===== config.mk =====
export PLATFORM = sky130hd
export DESIGN_NAME = wildcard_pattern_matcher_top
export DESIGN_NICKNAME = d
export VERILOG_FILES = /design/src/hdl/wpm_pkg.sv /design/src/hdl/wpm_cell.sv /design/src/hdl/wildcard_pattern_matcher_top.sv
export SDC_FILE = /design/constraint.sdc
export NUM_CORES = 2
export LEC_CHECK = 0
export BUFFER_PORTS_ARGS = -buffer_cell sky130_fd_sc_hd__buf_2
export CORE_MARGIN = 2
export CORE_UTILIZATION = 40
export CTS_CLUSTER_DIAMETER = 120
export CTS_CLUSTER_SIZE = 24
export DETAILED_ROUTE_END_ITERATION = 16
export PLACE_DENSITY = 0.59
export SLEW_MARGIN = 30
export SYNTH_ARGS = -nofsm -noshare
export SYNTH_HDL_FRONTEND = slang
export SYNTH_SLANG_ARGS = --single-unit
export TNS_END_PERCENT = 100

===== constraint.sdc =====
create_clock -name i_clk -period 5.4 [get_ports i_clk]
set_clock_uncertainty 0.2 [all_clocks]
set_input_delay 1.08 -clock i_clk [delete_from_list [all_inputs] [get_ports i_clk]]
set_output_delay 1.08 -clock i_clk [all_outputs]
set_load 0.02 [all_outputs]

===== src/hdl/wpm_pkg.sv =====
package wpm_pkg;

    // Pattern capacity and derived widths
    localparam int MAX_PATTERN = 64;
    localparam int LEN_W       = $clog2(MAX_PATTERN + 1);

    // Operation codes carried in the mode field
    localparam logic [1:0] MODE_CLEAR   = 2'd0;
    localparam logic [1:0] MODE_APPEND  = 2'd1;
    localparam logic [1:0] MODE_SUBJECT = 2'd2;
    localparam logic [1:0] MODE_END     = 2'd3;

    // Wildcard bytes
    localparam logic [7:0] STAR_BYTE = 8'h2A;
    localparam logic [7:0] ANY_BYTE  = 8'h3F;

    // Input transaction payload
    typedef struct packed {
        logic [1:0] mode;
        logic [7:0] data_byte;
    } t_in;

    // Output transaction payload
    typedef struct packed {
        logic matched;
        logic error;
    } t_out;

    // Token handed from one cell to the next
    typedef struct packed {
        logic       valid;
        logic [1:0] op;
        logic [7:0] data;
        logic       placed;   // append byte already stored upstream
        logic       new_bit;  // updated row bit of the upstream cell
        logic       old_bit;  // row bit of the upstream cell before this token
        logic       res_bit;  // row bit of the last active cell seen so far
        logic       err;      // sticky error sampled at entry
    } t_tok;

    // Fold A-Z to a-z, leave every other byte alone
    function automatic logic [7:0] fold(input logic [7:0] c);
        logic [7:0] f;
        f = c;
        if (c >= 8'h41 && c <= 8'h5A) begin
            f = c + 8'h20;
        end
        return f;
    endfunction

endpackage


===== src/hdl/wpm_cell.sv =====
// One pattern position: holds its pattern byte, an active flag and its row bit.
module wpm_cell (
    input  logic          i_clk,
    input  logic          i_rst_n,
    input  logic          i_en,
    input  wpm_pkg::t_tok i_tok,
    output wpm_pkg::t_tok o_tok
);

    logic [7:0]    r_pat;
    logic          r_act;
    logic          r_bit;
    wpm_pkg::t_tok r_tok;

    logic [7:0]    n_pat;
    logic          n_act;
    logic          n_bit;
    wpm_pkg::t_tok n_tok;

    logic          w_star;
    logic          w_hit;

    assign w_star = (r_pat == wpm_pkg::STAR_BYTE);
    assign w_hit  = (r_pat == wpm_pkg::ANY_BYTE) ||
                    (wpm_pkg::fold(r_pat) == wpm_pkg::fold(i_tok.data));

    // Per-token update of this position
    always_comb begin
        n_pat = r_pat;
        n_act = r_act;
        n_bit = r_bit;
        n_tok = i_tok;
        if (i_tok.valid) begin
            unique case (i_tok.op)
                wpm_pkg::MODE_CLEAR: begin
                    n_act = 1'b0;
                    n_bit = 1'b0;
                end
                wpm_pkg::MODE_APPEND: begin
                    // first free position takes the byte
                    if (!r_act && !i_tok.placed) begin
                        n_pat        = i_tok.data;
                        n_act        = 1'b1;
                        n_bit        = (i_tok.data == wpm_pkg::STAR_BYTE) ? i_tok.old_bit : 1'b0;
                        n_tok.placed = 1'b1;
                    end
                    n_tok.old_bit = r_bit;
                end
                wpm_pkg::MODE_SUBJECT: begin
                    if (r_act) begin
                        if (w_star) begin
                            n_bit = i_tok.new_bit | r_bit;
                        end else begin
                            n_bit = w_hit ? i_tok.old_bit : 1'b0;
                        end
                        n_tok.new_bit = n_bit;
                        n_tok.old_bit = r_bit;
                    end
                end
                wpm_pkg::MODE_END: begin
                    // report, then restore the empty-subject row bit
                    if (r_act) begin
                        n_tok.res_bit = r_bit;
                        n_bit         = w_star ? i_tok.new_bit : 1'b0;
                        n_tok.new_bit = n_bit;
                    end
                end
                default: ;
            endcase
        end
    end

    // Control state and outgoing token
    always_ff @(posedge i_clk) begin
        if (!i_rst_n) begin
            r_act <= 1'b0;
            r_bit <= 1'b0;
            r_tok <= '0;
        end else if (i_en) begin
            r_act <= n_act;
            r_bit <= n_bit;
            r_tok <= n_tok;
        end
    end

    // Pattern byte, not reset
    always_ff @(posedge i_clk) begin
        if (i_en) begin
            r_pat <= n_pat;
        end
    end

    assign o_tok = r_tok;

endmodule


===== src/hdl/wildcard_pattern_matcher_top.sv =====
// Wildcard pattern matcher.
// Input channel (i_in_valid / o_in_ready / i_in_data) takes one transaction
// per cycle while o_in_ready is high: clear pattern, append pattern byte,
// subject byte, or end of subject. Only end of subject produces an output
// transaction on o_out_valid / i_out_ready / o_out_data, carrying matched
// and the sticky error flag. Every transaction walks a row of MAX_PATTERN
// cells, one cell per cycle unless the row stalls; each cell holds one
// pattern byte and its row bit, so all cells work on different transactions.
// End of subject passes the MAX_PATTERN cell registers and then the output
// register. Throughput is one transaction per cycle while not stalled.
// The output register holds one result; while it waits, the row keeps
// moving until an end-of-subject transaction reaches the last cell, and
// only then does the whole row (and o_in_ready) stall.
// Synchronous reset empties the pattern, clears the error flag and the
// output valid flag; no clearing pass is needed.
module wildcard_pattern_matcher_top (
    input  logic          i_clk,
    input  logic          i_rst_n,
    input  logic          i_in_valid,
    output logic          o_in_ready,
    input  wpm_pkg::t_in  i_in_data,
    output logic          o_out_valid,
    input  logic          i_out_ready,
    output wpm_pkg::t_out o_out_data
);

    wpm_pkg::t_tok w_tok [wpm_pkg::MAX_PATTERN+1];
    wpm_pkg::t_tok w_head;

    logic [wpm_pkg::LEN_W-1:0] r_len;
    logic                      r_pending;
    logic                      r_err;
    logic                      r_out_valid;
    wpm_pkg::t_out             r_out;

    logic w_adv;
    logic w_acc;
    logic w_drop;
    logic w_tail_end;

    // Row advance: stall only when a result reaches the tail with no room
    assign w_tail_end = w_tok[wpm_pkg::MAX_PATTERN].valid &&
                        (w_tok[wpm_pkg::MAX_PATTERN].op == wpm_pkg::MODE_END);
    assign w_adv      = !(w_tail_end && r_out_valid && !i_out_ready);
    assign o_in_ready = w_adv;
    assign w_acc      = i_in_valid && w_adv;
    assign w_drop     = (i_in_data.mode == wpm_pkg::MODE_APPEND) &&
                        (r_pending || (r_len == wpm_pkg::LEN_W'(wpm_pkg::MAX_PATTERN)));

    // Head token; row bit 0 is set exactly when no subject byte is pending
    always_comb begin
        w_head.valid   = w_acc && !w_drop;
        w_head.op      = i_in_data.mode;
        w_head.data    = i_in_data.data_byte;
        w_head.placed  = 1'b0;
        w_head.new_bit = (i_in_data.mode == wpm_pkg::MODE_END);
        w_head.old_bit = !r_pending;
        w_head.res_bit = !r_pending;
        w_head.err     = r_err;
    end

    assign w_tok[0] = w_head;

    // Entry-side bookkeeping
    always_ff @(posedge i_clk) begin
        if (!i_rst_n) begin
            r_len     <= '0;
            r_pending <= 1'b0;
            r_err     <= 1'b0;
        end else if (w_acc) begin
            unique case (i_in_data.mode)
                wpm_pkg::MODE_CLEAR: begin
                    r_len     <= '0;
                    r_pending <= 1'b0;
                    r_err     <= 1'b0;
                end
                wpm_pkg::MODE_APPEND: begin
                    if (w_drop) begin
                        r_err <= 1'b1;
                    end else begin
                        r_len <= r_len + 1'b1;
                    end
                end
                wpm_pkg::MODE_SUBJECT: r_pending <= 1'b1;
                wpm_pkg::MODE_END:     r_pending <= 1'b0;
                default: ;
            endcase
        end
    end

    // Row of cells
    for (genvar g = 0; g < wpm_pkg::MAX_PATTERN; g++) begin : g_cell
        wpm_cell u_cell (
            .i_clk   (i_clk),
            .i_rst_n (i_rst_n),
            .i_en    (w_adv),
            .i_tok   (w_tok[g]),
            .o_tok   (w_tok[g+1])
        );
    end

    // Output register
    always_ff @(posedge i_clk) begin
        if (!i_rst_n) begin
            r_out_valid <= 1'b0;
        end else if (w_tail_end && w_adv) begin
            r_out_valid <= 1'b1;
        end else if (i_out_ready) begin
            r_out_valid <= 1'b0;
        end
    end

    always_ff @(posedge i_clk) begin
        if (w_tail_end && w_adv) begin
            r_out.matched <= w_tok[wpm_pkg::MAX_PATTERN].res_bit;
            r_out.error   <= w_tok[wpm_pkg::MAX_PATTERN].err;
        end
    end

    assign o_out_valid = r_out_valid;
    assign o_out_data  = r_out;

`ifndef SYNTHESIS
    a_len_bound: assert property (@(posedge i_clk) disable iff (!i_rst_n)
        r_len <= wpm_pkg::LEN_W'(wpm_pkg::MAX_PATTERN))
        else $error("pattern length beyond capacity");

    a_clear: assert property (@(posedge i_clk) disable iff (!i_rst_n)
        w_acc && (i_in_data.mode == wpm_pkg::MODE_CLEAR)
        |=> (r_len == '0) && !r_pending && !r_err)
        else $error("clear did not reset entry state");

    a_drop_err: assert property (@(posedge i_clk) disable iff (!i_rst_n)
        w_acc && w_drop |=> r_err && $stable(r_len))
        else $error("dropped append did not set error");

    a_stall_cause: assert property (@(posedge i_clk) disable iff (!i_rst_n)
        !o_in_ready |=> $stable(w_tok[wpm_pkg::MAX_PATTERN]))
        else $error("row moved during stall");
`endif

endmodule

==> flow_summary.json <==
{
  "outcome": "complete, no violations",
  "synth_xor_area_share_pct": 5.173,
  "avgSynthCellArea_um2": 8.552,
  "cp.arrival_ns": 2.51,
  "core_area_um2": 214200,
  "drt-vias-per-instance": 5.586,
  "slew_viol_final": 0,
  "antenna_cells": 0,
  "final_cell_mix": "2076 x nand2_1, 1196 x a21oi_1, 1151 x dfxtp_1",
  "post_drt_wl_per_cell_um": 15.70,
  "use_met2_pct": 29.40,
  "nFillCells": 20886,
  "fin_crit_sh_pct": 70.27,
  "fmax_ghz": 0.2635,
  "track_usage_pct": 17.55,
  "yosysSeqAreaShare_pct": 44.77,
  "die_h_um": 467.5,
  "grtUsageMet3_pct": 1.605,
  "hpwl_um": 135300,
  "drive_gt1_share_pct": 2.638,
  "grt_busiest_layer": "met2",
  "gp_congestion": 0.8556,
  "irDropWorstVdd_mv": 0.2228,
  "hold_path.class": "reg2reg",
  "synth_compound_area_share_pct": 19.08,
  "clock_latency_ns": 0.72,
  "fin_util_pct": 42.51,
  "cts_tree": "done",
  "cts_hold_buf": 0,
  "cts_root_buf": "clkbuf_16",
  "met1_usage_pct": 24.55,
  "synth_area_leaders": "dfxtp_1 27%, edfxtp_1 18%, nand2_1 9.1%",
  "synth_cells": 10050,
  "grt_pass1_vias": 66310,
  "hold_violations": 0,
  "worst_slack_ns": 1.606,
  "antenna_found_initial": 0,
  "cts.clk_slew.worst_paths_ns": 0.09,
  "synthArstFlopShare_pct": 0,
  "synthSimpleGateAreaFrac_pct": 20.96,
  "slew_headroom_pct": 34.90,
  "drc": 0,
  "yosysWarnings": 0,
  "synth-adder-area-share_pct": 5.561,
  "yosysTopAreaCell": "dfxtp_1",
  "wirelength_um": 198800,
  "drt-initial-drc-count": 4653,
  "total_leakage_power_nw": 30.14,
  "ys_types": 86,
  "fin_tns_setup_ns": 0,
  "die_width_um": 467.5,
  "synth_edf_count": 514,
  "yosys_register_bits": 1665,
  "grt_pass1_wl_um": 333800,
  "p_per_area_nw_per_um2": 222.3,
  "ys.flop_type": "dfxtp_1",
  "cp-start-kind": "register",
  "synthDominantCellAreaShare_pct": 26.81,
  "synth_top_family_by_area": "simple AND/OR/NAND/NOR gates",
  "cts_setup_buffers": 0,
  "setup-violations-final": 0,
  "synth_mux_area_share_pct": 0.8662,
  "synth_area_um2": 85940,
  "final_area_um2": 91060,
  "placed_cell_area_um2": 88670,
  "dp_slack_ns": 1.528,
  "io_buffers": 17,
  "hold-worst-slack_ns": 0.2533,
  "rsz0062_at_grt": "false",
  "cp-end-kind": "output pin",
  "cts_made_buffers": 79,
  "clock_sinks": 1665,
  "clk_path_buf_depth": 3,
  "first_pass_iters": 6,
  "maxCapViolations": 0,
  "critPathKind": "reg2out",
  "grt-ovfl-total": 0,
  "final_nets": 10147,
  "grt_max_degree": 182,
  "num_rows": 170,
  "dieArea_um2": 218600,
  "syn-num-nets": 10446,
  "final_common_cell": "nand2_1",
  "start_util_pct": 40.12,
  "cts-htree-levels": 3,
  "vias": 70699,
  "cts_resized": 0,
  "tightest_slew_ns": 0.9765,
  "syn_to_final_growth_pct": 5.956,
  "path_max_fanout": 115,
  "min_period_ns": 3.794,
  "cp_data_required_time_ns": 4.12,
  "route.antenna.remaining_nets": 0,
  "boundaryPins": 18
}
-- metal layers --
metal	up-vias	part of all wire [%]
li1	35386	-
met1	33898	49
met2	1230	47
met3	185	3.4
met4	0	1.4
met5	-	0
-- critical path, cell delays in order, from the launching register on --
cell and delay (ns):
dfxtp_1 0.31, nand3_1 0.43, nor2_4 0.11, inv_8 0.60
buf_2 0.32
-- sequential cells by signal, indices dropped and copies added, names as in the netlist, 2 cells and up --
name                 cells
r_len                    7
g_cell.u_cell.r_bit     64
g_cell.u_cell.o_tok   1013
g_cell.u_cell.r_act     64
o_out_data               2
g_cell.u_cell.r_pat    512
-- power by group --
group / internal (mW) / switching [mW]
Sequential: 12.8 / 0.0389
Clock: 3.00 / 4.08
Combinational: 0.0725 / 0.230
Total: 15.9 / 4.35
-- logic make-up after synthesis --
family | after synthesis
mux | 74
simple gates | 4035
buf+inv | 821
fa+ha+maj | 382
xor+xnor | 506
flops | 1665
compound gates | 2567
-- cell usage after synthesis, drive strengths merged, types with 29 or more instances --
cell and count:
or2 32, ha 382, nand3 322, nand2 2076, nand4b 30, a211o 69, a311oi 65, o2111ai 64
a41oi 35, xor2 243, nor2 649, nor4 101, o41ai 107, o211a 29, dfxtp 1151, edfxtp 514
a211oi 133, inv 356, o211ai 54, nor3b 75, mux2i 71, clkbuf 440, o32ai 49, a21o 107
o31ai 69, a21oi 1196, o21bai 58, a31oi 89, and3 104, xnor2 262, nor3 267, o21ai 271
nand4 136, or3 124
-- layout make-up --
cell class,instances,area (um2),share of cell area (%)
Multi-Input combinational cell,7564,44390,48.75
Sequential cell,1665,38480,42.25
Tap cell,2838,3551,3.899
Clock buffer,146,2356,2.587
Inverter,356,1351,1.484
Timing Repair Buffer,85,902.1,0.9907
Clock inverter,2,36.28,0.03985
-- metrics by stage --
step	power [mW]	instances
3_5_place_dp	13.46	12508
2_1_floorplan	13.35	10050
3_3_place_gp	13.45	12508
4_1_cts	20.53	12656
6_report	20.24	12656
5_1_grt	20.97	12656
-- worst paths after layout --
path / start / end / slack, ns / depth (start not counted)
min: g_cell[53].u_cell.o_tok[0]$_SDFFE_PN0N_ / g_cell[54].u_cell.o_tok[0]$_SDFFE_PN0N_ / 0.25 / 2
max reg2reg: g_cell[63].u_cell.o_tok[14]$_SDFFE_PN0N_ / g_cell[19].u_cell.o_tok[3]$_SDFFE_PN0N_ / 2.04 / 7
min reg2reg: g_cell[53].u_cell.o_tok[0]$_SDFFE_PN0N_ / g_cell[54].u_cell.o_tok[0]$_SDFFE_PN0N_ / 0.25 / 2
max: g_cell[63].u_cell.o_tok[15]$_SDFFE_PN0N_ / o_in_ready / 1.61 / 4
(Power assumes the default switching activity.)
